### config.mk
export PLATFORM = sky130hd
export DESIGN_NAME = bus_load_meter
export DESIGN_NICKNAME = d
export VERILOG_FILES = /design/src/rtl/blm_pkg.sv /design/src/rtl/bus_load_meter.sv /design/src/rtl/blm_mul.sv /design/src/rtl/blm_div.sv
export SDC_FILE = /design/constraint.sdc
export NUM_CORES = 2
export LEC_CHECK = 0
export ABC_AREA = 1
export BUFFER_PORTS_ARGS = -buffer_cell sky130_fd_sc_hd__clkbuf_2
export CAP_MARGIN = 20
export CORE_MARGIN = 4
export CORE_UTILIZATION = 30
export DETAILED_ROUTE_END_ITERATION = 8
export HOLD_SLACK_MARGIN = 0.05
export PLACE_DENSITY = 0.56
export SLEW_MARGIN = 5
export SYNTH_ARGS = -nofsm -noshare
export SYNTH_HDL_FRONTEND = slang
export SYNTH_SLANG_ARGS = --single-unit
### constraint.sdc
create_clock -name clk -period 13.9 [get_ports clk]
set_input_delay 2.78 -clock clk [delete_from_list [all_inputs] [get_ports clk]]
set_output_delay 2.78 -clock clk [all_outputs]
set_load 0.01 [all_outputs]
### src/rtl/blm_pkg.sv
// ---------------------------------------------------------------------------
// blm_pkg: shared constants for the bus load meter
// widths of the serial arithmetic units and register indexes
// ---------------------------------------------------------------------------
`timescale 1ns / 1ps

package blm_pkg;

  localparam int DATA_W  = 32;
  localparam int MUL_W   = 17;
  localparam int CFG_W   = 16;
  localparam int ADDR_W  = 8;

  localparam logic [MUL_W-1:0] RATE_SCALE = MUL_W'(1000);

  localparam logic [ADDR_W-1:0] REG_INTERVAL  = ADDR_W'(0);
  localparam logic [ADDR_W-1:0] REG_OCTET     = ADDR_W'(1);
  localparam logic [ADDR_W-1:0] REG_FRAME_GAP = ADDR_W'(2);
  localparam logic [ADDR_W-1:0] REG_ACK_SLOT  = ADDR_W'(3);

  localparam logic [CFG_W-1:0] INTERVAL_RST  = CFG_W'(1000);
  localparam logic [CFG_W-1:0] OCTET_RST     = CFG_W'(1354);
  localparam logic [CFG_W-1:0] FRAME_GAP_RST = CFG_W'(5200);
  localparam logic [CFG_W-1:0] ACK_SLOT_RST  = CFG_W'(2916);

endpackage

### src/rtl/bus_load_meter.sv
// ---------------------------------------------------------------------------
// bus_load_meter: bus load meter over running byte and frame totals
//
//   channel  dir  handshake              payload
//   in_      in   in_tvalid/in_tready    tdata 64b, tuser 2b
//   out_     out  out_tvalid/out_tready  tdata 48b, tuser 1b
//   cfg_     in   cfg_we                 cfg_addr 8b, cfg_wdata 16b
//
// a word that does not evaluate passes the prep state on its way to the output
// register, a clear goes straight from idle; an evaluating sample also passes
// load, the three 17-bit serial multipliers and the two 32-bit serial dividers
// one word is worked on at a time; in_tready is high only when idle
// the output register holds a result while the next word is accepted
// synchronous active-low reset clears totals, reference, results and fsm
// ---------------------------------------------------------------------------
`timescale 1ns / 1ps

module bus_load_meter (
  input  logic        clk,
  input  logic        rst_n,
  input  logic        in_tvalid,
  output logic        in_tready,
  // frame_bytes_add[15:0], good_frames_add[23:16], bad_frames_add[31:24], now_ms[63:32]
  input  logic [63:0] in_tdata,
  // sample[0], clear[1]
  input  logic [1:0]  in_tuser,
  output logic        out_tvalid,
  input  logic        out_tready,
  // bytes_per_second[31:0], load_percent[47:32]
  output logic [47:0] out_tdata,
  // updated[0]
  output logic [0:0]  out_tuser,
  input  logic                        cfg_we,
  input  logic [blm_pkg::ADDR_W-1:0]  cfg_addr,
  input  logic [blm_pkg::CFG_W-1:0]   cfg_wdata
);

  localparam int DW = blm_pkg::DATA_W;
  localparam int MW = blm_pkg::MUL_W;

  typedef enum logic [2:0] {
    S_IDLE, S_PREP, S_LOAD, S_MUL, S_DIVST, S_DIV, S_DELIVER
  } state_t;

  state_t state_r;

  logic [15:0]   interval_r, octet_r, gap_r, ack_r;
  logic [DW-1:0] byte_total_r, frame_total_r;
  logic [DW-1:0] ref_bytes_r, ref_frames_r, ref_time_r;
  logic          ref_valid_r;
  logic [DW-1:0] rate_reg_r;
  logic [15:0]   pct_reg_r;
  logic          samp_r, upd_r;
  logic [DW-1:0] now_r, octets_r, frames_r, elapsed_r, div10_r;
  logic          out_valid_r;
  logic [47:0]   out_data_r;
  logic          out_user_r;

  logic [DW-1:0] elapsed;
  logic          mul_start, div_start;
  logic          busy_a, busy_b, busy_c, busy_q1, busy_q2;
  logic          mul_busy, div_busy;
  logic [DW-1:0] prod_a, prod_b, prod_c, quot_rate, quot_pct;
  logic [DW-1:0] rate_num, busy_sum;
  logic          accept, out_free;

  assign accept    = in_tvalid && in_tready;
  assign in_tready = (state_r == S_IDLE);
  assign out_free  = !out_valid_r || out_tready;
  assign elapsed   = now_r - ref_time_r;
  assign mul_start = (state_r == S_LOAD);
  assign div_start = (state_r == S_DIVST);
  assign mul_busy  = busy_a || busy_b || busy_c;
  assign div_busy  = busy_q1 || busy_q2;
  // rounding term is half the elapsed time
  assign rate_num  = prod_c + {1'b0, elapsed_r[DW-1:1]};
  assign busy_sum  = prod_a + prod_b;

  blm_mul #(.DW(DW), .MW(MW)) u_mul_octet (
    .clk(clk), .rst_n(rst_n), .start_i(mul_start),
    .mcand_i(octets_r), .mplier_i(MW'(octet_r)),
    .busy_o(busy_a), .prod_o(prod_a)
  );

  blm_mul #(.DW(DW), .MW(MW)) u_mul_frame (
    .clk(clk), .rst_n(rst_n), .start_i(mul_start),
    .mcand_i(frames_r), .mplier_i(MW'(gap_r) + MW'(ack_r)),
    .busy_o(busy_b), .prod_o(prod_b)
  );

  blm_mul #(.DW(DW), .MW(MW)) u_mul_rate (
    .clk(clk), .rst_n(rst_n), .start_i(mul_start),
    .mcand_i(octets_r), .mplier_i(blm_pkg::RATE_SCALE),
    .busy_o(busy_c), .prod_o(prod_c)
  );

  blm_div #(.W(DW)) u_div_rate (
    .clk(clk), .rst_n(rst_n), .start_i(div_start),
    .dividend_i(rate_num), .divisor_i(elapsed_r),
    .busy_o(busy_q1), .quot_o(quot_rate)
  );

  blm_div #(.W(DW)) u_div_pct (
    .clk(clk), .rst_n(rst_n), .start_i(div_start),
    .dividend_i(busy_sum), .divisor_i(div10_r),
    .busy_o(busy_q2), .quot_o(quot_pct)
  );

  always_ff @(posedge clk) begin
    if (!rst_n) begin
      interval_r <= blm_pkg::INTERVAL_RST;
      octet_r    <= blm_pkg::OCTET_RST;
      gap_r      <= blm_pkg::FRAME_GAP_RST;
      ack_r      <= blm_pkg::ACK_SLOT_RST;
    end else if (cfg_we) begin
      unique case (cfg_addr)
        blm_pkg::REG_INTERVAL:  interval_r <= cfg_wdata;
        blm_pkg::REG_OCTET:     octet_r    <= cfg_wdata;
        blm_pkg::REG_FRAME_GAP: gap_r      <= cfg_wdata;
        blm_pkg::REG_ACK_SLOT:  ack_r      <= cfg_wdata;
        default: ;
      endcase
    end
  end

  always_ff @(posedge clk) begin
    if (!rst_n) begin
      state_r       <= S_IDLE;
      byte_total_r  <= '0;
      frame_total_r <= '0;
      ref_bytes_r   <= '0;
      ref_frames_r  <= '0;
      ref_time_r    <= '0;
      ref_valid_r   <= 1'b0;
      rate_reg_r    <= '0;
      pct_reg_r     <= '0;
      upd_r         <= 1'b0;
      out_valid_r   <= 1'b0;
    end else begin
      if (out_valid_r && out_tready && state_r != S_DELIVER) begin
        out_valid_r <= 1'b0;
      end
      unique case (state_r)
        S_IDLE: begin
          if (accept) begin
            upd_r  <= 1'b0;
            samp_r <= in_tuser[0];
            now_r  <= in_tdata[63:32];
            if (in_tuser[1]) begin
              byte_total_r  <= '0;
              frame_total_r <= '0;
              ref_bytes_r   <= '0;
              ref_frames_r  <= '0;
              ref_time_r    <= '0;
              ref_valid_r   <= 1'b0;
              rate_reg_r    <= '0;
              pct_reg_r     <= '0;
              state_r       <= S_DELIVER;
            end else begin
              byte_total_r  <= byte_total_r + DW'(in_tdata[15:0]);
              frame_total_r <= frame_total_r + DW'(in_tdata[23:16])
                               + DW'(in_tdata[31:24]);
              state_r       <= S_PREP;
            end
          end
        end
        S_PREP: begin
          if (!samp_r) begin
            state_r <= S_DELIVER;
          end else if (!ref_valid_r) begin
            ref_bytes_r  <= byte_total_r;
            ref_frames_r <= frame_total_r;
            ref_time_r   <= now_r;
            ref_valid_r  <= 1'b1;
            state_r      <= S_DELIVER;
          end else if (elapsed < DW'(interval_r)) begin
            state_r <= S_DELIVER;
          end else begin
            octets_r     <= byte_total_r - ref_bytes_r;
            frames_r     <= frame_total_r - ref_frames_r;
            elapsed_r    <= elapsed;
            ref_bytes_r  <= byte_total_r;
            ref_frames_r <= frame_total_r;
            ref_time_r   <= now_r;
            state_r      <= S_LOAD;
          end
        end
        S_LOAD: begin
          // times ten as eight plus two
          div10_r <= {elapsed_r[DW-4:0], 3'b000} + {elapsed_r[DW-2:0], 1'b0};
          state_r <= S_MUL;
        end
        S_MUL: begin
          if (!mul_busy) begin
            state_r <= S_DIVST;
          end
        end
        S_DIVST: begin
          state_r <= S_DIV;
        end
        S_DIV: begin
          if (!div_busy) begin
            rate_reg_r <= quot_rate;
            pct_reg_r  <= (quot_pct[DW-1:16] != '0) ? 16'hFFFF : quot_pct[15:0];
            upd_r      <= 1'b1;
            state_r    <= S_DELIVER;
          end
        end
        S_DELIVER: begin
          if (out_free) begin
            out_valid_r <= 1'b1;
            out_data_r  <= {pct_reg_r, rate_reg_r};
            out_user_r  <= upd_r;
            state_r     <= S_IDLE;
          end
        end
        default: state_r <= S_IDLE;
      endcase
    end
  end

  assign out_tvalid   = out_valid_r;
  assign out_tdata    = out_data_r;
  assign out_tuser[0] = out_user_r;

  a_mul_in_state: assert property (@(posedge clk) disable iff (!rst_n)
    mul_busy |-> state_r == S_MUL)
    else $error("multiplier busy outside multiply state");

  a_div_in_state: assert property (@(posedge clk) disable iff (!rst_n)
    div_busy |-> state_r == S_DIV)
    else $error("divider busy outside divide state");

  a_div_start: assert property (@(posedge clk) disable iff (!rst_n)
    $rose(div_busy) |-> $past(state_r) == S_DIVST)
    else $error("divider started without start state");

  a_no_ref_zero: assert property (@(posedge clk) disable iff (!rst_n)
    !ref_valid_r |-> (rate_reg_r == '0 && pct_reg_r == '0))
    else $error("results nonzero without reference point");

endmodule

### src/rtl/blm_mul.sv
// ---------------------------------------------------------------------------
// blm_mul: serial shift-add multiplier
// one multiplier bit per cycle, product kept modulo 2^DW
// ---------------------------------------------------------------------------
`timescale 1ns / 1ps

module blm_mul #(
  parameter int DW = blm_pkg::DATA_W,
  parameter int MW = blm_pkg::MUL_W
) (
  input  logic          clk,
  input  logic          rst_n,
  input  logic          start_i,
  input  logic [DW-1:0] mcand_i,
  input  logic [MW-1:0] mplier_i,
  output logic          busy_o,
  output logic [DW-1:0] prod_o
);

  localparam int CW = $clog2(MW + 1);

  logic [CW-1:0] cnt_r;
  logic [DW-1:0] mcand_r;
  logic [MW-1:0] mplier_r;
  logic [DW-1:0] acc_r;
  logic [DW-1:0] acc_nxt;

  assign acc_nxt = acc_r + (mplier_r[0] ? mcand_r : '0);

  always_ff @(posedge clk) begin
    if (!rst_n) begin
      cnt_r <= '0;
    end else if (start_i) begin
      cnt_r <= CW'(MW);
    end else if (cnt_r != '0) begin
      cnt_r <= cnt_r - CW'(1);
    end
  end

  always_ff @(posedge clk) begin
    if (start_i) begin
      mcand_r  <= mcand_i;
      mplier_r <= mplier_i;
      acc_r    <= '0;
    end else if (cnt_r != '0) begin
      mcand_r  <= {mcand_r[DW-2:0], 1'b0};
      mplier_r <= {1'b0, mplier_r[MW-1:1]};
      acc_r    <= acc_nxt;
    end
  end

  assign busy_o = (cnt_r != '0);
  assign prod_o = acc_r;

endmodule

### src/rtl/blm_div.sv
// ---------------------------------------------------------------------------
// blm_div: serial restoring divider
// one quotient bit per cycle; a zero divisor gives an all-ones quotient
// ---------------------------------------------------------------------------
`timescale 1ns / 1ps

module blm_div #(
  parameter int W = blm_pkg::DATA_W
) (
  input  logic         clk,
  input  logic         rst_n,
  input  logic         start_i,
  input  logic [W-1:0] dividend_i,
  input  logic [W-1:0] divisor_i,
  output logic         busy_o,
  output logic [W-1:0] quot_o
);

  localparam int CW = $clog2(W + 1);

  logic [CW-1:0] cnt_r;
  logic [W-1:0]  quot_r;
  logic [W-1:0]  dvsr_r;
  logic [W-1:0]  rem_r;
  logic [W:0]    rem_sh;
  logic [W:0]    rem_diff;
  logic          take;

  assign rem_sh   = {rem_r, quot_r[W-1]};
  assign rem_diff = rem_sh - {1'b0, dvsr_r};
  assign take     = (rem_sh >= {1'b0, dvsr_r});

  always_ff @(posedge clk) begin
    if (!rst_n) begin
      cnt_r <= '0;
    end else if (start_i) begin
      cnt_r <= CW'(W);
    end else if (cnt_r != '0) begin
      cnt_r <= cnt_r - CW'(1);
    end
  end

  always_ff @(posedge clk) begin
    if (start_i) begin
      quot_r <= dividend_i;
      dvsr_r <= divisor_i;
      rem_r  <= '0;
    end else if (cnt_r != '0) begin
      rem_r  <= take ? rem_diff[W-1:0] : rem_sh[W-1:0];
      quot_r <= {quot_r[W-2:0], take};
    end
  end

  assign busy_o = (cnt_r != '0);
  assign quot_o = quot_r;

endmodule

* Word-level counts from Yosys, hierarchy flattened *
Index checks and enable logic that the tools add are counted.

storage, ports and cells
  output and inout port bits = 51
  word-level logic and storage cells = 200
  bits of input ports = 95
  register bits = 942

cells by class
  bitwise gates (word level) = 2
  $lt $le $gt $ge = 3
  multiplexer cells = 71
  eq/ne operators = 17
  add/sub/neg operators = 20
  reductions and logical operators = 39

operators with widths
  operator                                                               number
  32-bit two-way mux                                                     29
  32-bit one-hot mux with 2 select lines                                 4
  32-bit adder                                                           5
  32-bit subtractor                                                      5
  16-bit two-way mux                                                     6
  33-bit by 32-bit greater-or-equal comparator with 1-bit output         2
  32-bit by 8-bit adder with 32-bit output                               2
  17-bit two-way mux                                                     2
  32-bit by 16-bit adder with 32-bit output                              1
  32-bit by 31-bit adder with 32-bit output                              1
  32-bit by 16-bit < comparator with 1-bit output                        1
  16-bit one-hot mux with 2 select lines                                 1
  5-bit two-way mux                                                      6
  3-bit two-way mux                                                      8
  6-bit two-way mux                                                      4
  3-bit one-hot mux with 7 select lines                                  1
  16-bit by 16-bit adder with 17-bit output                              1
  8-bit by 2-bit equality test with 1-bit output, second input constant  2
  16-bit nonzero test                                                    1
  5-bit nonzero test                                                     3
  5-bit by 1-bit subtractor with 5-bit output, second input constant     3
  2-bit nonzero test                                                     7
  2-bit AND reduction                                                    6
  4-bit AND reduction                                                    3
  other kinds (20)                                                       48

* Depth between registers and ports, before layout *
  depth in word-level cells = 6
  mapped depth = 22
  gate-level depth less buffers = 22

* Cells and area by module *
Synthesis repeated with hierarchy kept, for this count alone.

second synthesis, totals
  cells, all modules = 8,660
  area total of the unflattened synthesis = 61,545.3 µm²

modules (own cells, without submodules)
  module                     instances  area each (µm²)  cells an instance  seq. area each (µm²)
  bus_load_meter             1          29,408.2         3,803              11,841.4
  blm_mul (u_mul_octet ...)  2          6,233.5          970                2,212.1
  blm_div (u_div_rate)       1          6,718.9          974                2,682.6
  blm_div (u_div_pct)        1          6,698.9          970                2,682.6
  blm_mul (u_mul_frame)      1          6,252.2          973                2,212.1

* Worst setup path before layout *
No wires, ideal clock.

  path kind = input port to flip-flop
  from = in rst_n
  to = reg elapsed_r[0], enable pin
  arrival time = 10,046 ps
  stages = 5
  required time = 13,231 ps
  setup time = 669 ps
  path slack = 3,185 ps
  path buffers = 3
  path through = clkbuf_1 inv_1 clkbuf_1 clkbuf_1 nor3_1

between the ends
  cells in the longest elaborated chain, start to end = 1

ends and longest elaborated chain
  item                                  RTL line               RTL
  start: declaration                    bus_load_meter.sv:20   input logic rst_n,
  5-bit AND reduction (no source line)  -
  end signal: assignment                bus_load_meter.sv:181  elapsed_r <= elapsed;
  end: declaration                      bus_load_meter.sv:54   logic [DW-1:0] now_r, octets_r, frames_r, elapsed_r, div10_r;

No other way between the ends.
A chain may end at the register's enable or synchronous reset.

* Final worst setup path *
  from = reg now_r[0]
  to = reg ref_frames_r[17]

between the ends
  cells in the longest elaborated chain, start to end = 4

ends and longest elaborated chain
  item                                             RTL line               RTL
  start: declaration                               bus_load_meter.sv:54
  start signal: assignment                         bus_load_meter.sv:148  now_r <= in_tdata[63:32];
  32-bit subtractor                                bus_load_meter.sv:70   assign elapsed = now_r - ref_time_r;
  net elapsed[14]                                  bus_load_meter.sv:59   logic [DW-1:0] elapsed;
  32-bit by 16-bit < comparator with 1-bit output  bus_load_meter.sv:176  end else if (elapsed < DW'(interval_r)) begin
  3-bit != test (no source line)                   -
  5-bit AND reduction (no source line)             -
  end signal: assignment                           bus_load_meter.sv:172  ref_frames_r <= frame_total_r;
  end signal: assignment                           bus_load_meter.sv:183  ref_frames_r <= frame_total_r;
  end: declaration                                 bus_load_meter.sv:49   logic [DW-1:0] ref_bytes_r, ref_frames_r, ref_time_r;

The timed path passes the listed nets, and every way through them passes these cells.

==> impl_metrics.ini <==
[synthesis]
syn_area_per_cell_um2 = 7.76
yosysSeqAreaShare_pct = 42.0
ys_ff_latch = 940
synth_enable_flop_cells = 465
synth_top_area_share_pct = 25.0
synth_area_leaders = edfxtp_1 25%, dfxtp_1 17%, nand2_1 12%
synth_area_leader_cell = edfxtp_1
async_flop_share_pct = 0
synth.distinct_cells = 54
synth_nets = 7721
synth_area_mm2 = 0.0559
ys.flop_type = dfxtp_1
synth_cells = 7202
synth_warnings = 0

[timing]
tns_ps = 0
clock_skew_ps = 29.2
fmax_mhz = 201
max_slew_margin_pct = 33.0
fin_crit_ps = 4980
whs_ps = 417
drv_slew = 0
worst_pin_slew_ps = 1000
rsz0062_at_grt = no
period_share_pct = 35.9
hold_viol = 0
setup_viol = 0
fin_ws_ps = 8920

[layout]
diodes = 0
layout-drive-gt1-share_pct = 6.54
seqCellArea_mm2 = 0.0235
layout_common_cells = 1,832 x nand2_1, 936 x inv_1, 725 x a21oi_1, 521 x nor2_1, 475 x dfxtp_1
multi_input_area_mm2 = 0.0281
final_common_cell = nand2_1
fillCellCount = 19700
nets = 7841
fin_util_pct = 34.1
area_growth_pct = 13.3
fin_cells = 9901
largest_reg_flops = 48

[power_and_ir_drop]
sw_frac_of_total_pct = 44.2
ir_worst_vdd_uv = 117
p_seq_share_pct = 30.7
p_int_mw = 8.17
power.density_mw_per_mm2 = 231
p_sw_mw = 6.47
pwr-share-comb_pct = 48.4
p_leak_nw = 28.8
clockPowerShare_pct = 21.0

[floorplanning]
die_x_um = 440
die_h_um = 440
io_pins = 146
coreArea_mm2 = 0.185
dieArea_mm2 = 0.193
initial_core_util_pct = 30.1
fp-row-count = 158

[global_route]
grt_pass1_vias = 45900
overflow = 0
grt_pass1_wl_mm = 260
grt_max_degree = 131
antenna_found_initial = 3
track_usage_pct = 16.8

[clocking]
insertion_delay_ps = 750
cts_buffers = 111
cts_resized = 0
clk_pin_slew_ps = 60
htree_levels = 3
cts_setup_buffers = 0
cts_tree = done
cts_sinks = 940
cts_root_buffer = clkbuf_16
ctsHoldBuffers = 0
clock_path_buffers = 3

[drt]
drt_iter0_markers = 3018
wire_per_inst_um = 16.7
postRouteWirelength_mm = 166
vias = 47500
drt_first_pass_iters = 5
drc = 0
drt-vias-per-instance = 4.79
detail-route-antenna-nets = 0

[place]
place_ws_ps = 8280
port_buffers = 145
dp_hpwl_mm = 127
placed_cells = 9686
place.gp.congestion = 0.894

[setup_path]
cp.arrival_ps = 5630
cp.required_ps = 14550
r2r_slack_ps = 8920
critPathLaunchType = register
timing.rr.start = now_r[0]
r2r_end = ref_frames_r[17]
critPathMaxFanout = 63
endpoint_kind = register
path_class = reg -> reg
reg2regPathDepth = 18

[hold_path]
hold_path_class = reg -> reg
hold_path_end = u_div_pct.dvsr_r[31]
hold_depth = 0
hold_path.startpoint = div10_r[31]

[status]
status = finished, final reports clean

[flow_run]
cap_violations = 0
[cells by family (layout without fill, tap and decap cells)]
group	count (synthesis)	in the layout	share of synthesized area, %
fa+ha+maj	424	424	9.79
simple gates	2925	2925	21.4
compound gates	1515	1515	15.0
xor+xnor	254	254	3.98
buf+inv	1144	1363	7.82
flops	940	940	42.0
[cell usage after synthesis, drive strengths merged, types with 6 or more instances]
| master | instances |
|---|---|
| nand2 | 1833 |
| inv | 956 |
| a21oi | 733 |
| nor2 | 532 |
| dfxtp | 475 |
| edfxtp | 465 |
| o21ai | 465 |
| ha | 402 |
| nand3 | 306 |
| xor2 | 159 |
| clkbuf | 151 |
| xnor2 | 95 |
| nor3 | 87 |
| o211ai | 63 |
| a21o | 56 |
| or2 | 56 |
| nand4 | 52 |
| a31oi | 51 |
| buf | 32 |
| o21a | 29 |
| o21bai | 29 |
| nor4 | 28 |
| fa | 22 |
| a221oi | 16 |
| a21boi | 14 |
| and2 | 13 |
| o221ai | 10 |
| o22ai | 10 |
| nand3b | 8 |
| o31ai | 8 |
| a211oi | 7 |
| and3 | 6 |
[power by group through the flow]
stage	combinational (mW)	clock [mW]	sequential, mW
after CTS	7.09	3.17	4.51
after floorplan	5.30	0	4.29
after global routing	8.10	3.28	4.56
after global placement	6.97	0	4.54
after detailed placement	7.05	0	4.56
final	7.08	3.07	4.49
[layer usage]
layer / vias up / wire length (um) / global-route usage [%]
met3: 200 / 6640 / 1.97
li1: 24300 / - / -
met1: 22100 / 78500 / 22.9
met2: 854 / 76300 / 28.2
met5: - / 0 / 0
met4: 0 / 4210 / 4.68
[final cells by class]
cell class                 instances  area share [%]
clock buffer                     153            4.99
clock inverter                    59            1.16
inverter                         961            5.71
multi-input combinational       5118            44.4
sequential                       940            37.1
tap                             2480            4.90
timing repair buffer             190            1.78
[critical path, stage by stage (launching register included)]
cell and delay, ps:
edfxtp_1 380, inv_1 60, ha_1 200, fa_1 410, inv_1 140, nand2_1 70, nand3_1 120, nand2_1 70
nand2_1 170, xor2_1 450, ha_1 340, nand4_1 120, o221ai_1 130, a21oi_1 230, nand3_2 160, o21bai_4 750
buf_4 680, nand2_1 130, a21oi_1 150
[worst max-delay path by stage]
stage                            from                to
final                        now_r[0]  ref_frames_r[17]
after global routing         now_r[6]   ref_frames_r[9]
after CTS                    now_r[0]  ref_frames_r[17]
after detailed placement  in_tuser[1]   ref_frames_r[2]
after global placement    in_tuser[1]   ref_bytes_r[17]
after floorplan                 rst_n      elapsed_r[0]
[metrics by stage]
step,power (mW),cell area (um^2)
CTS,14.8,63300
global route,15.9,63300
detailed placement,11.6,59400
floorplan,9.59,55900
global placement,11.5,59400
finish,14.6,63300
Note: power is estimated with default switching activity, not from simulation.
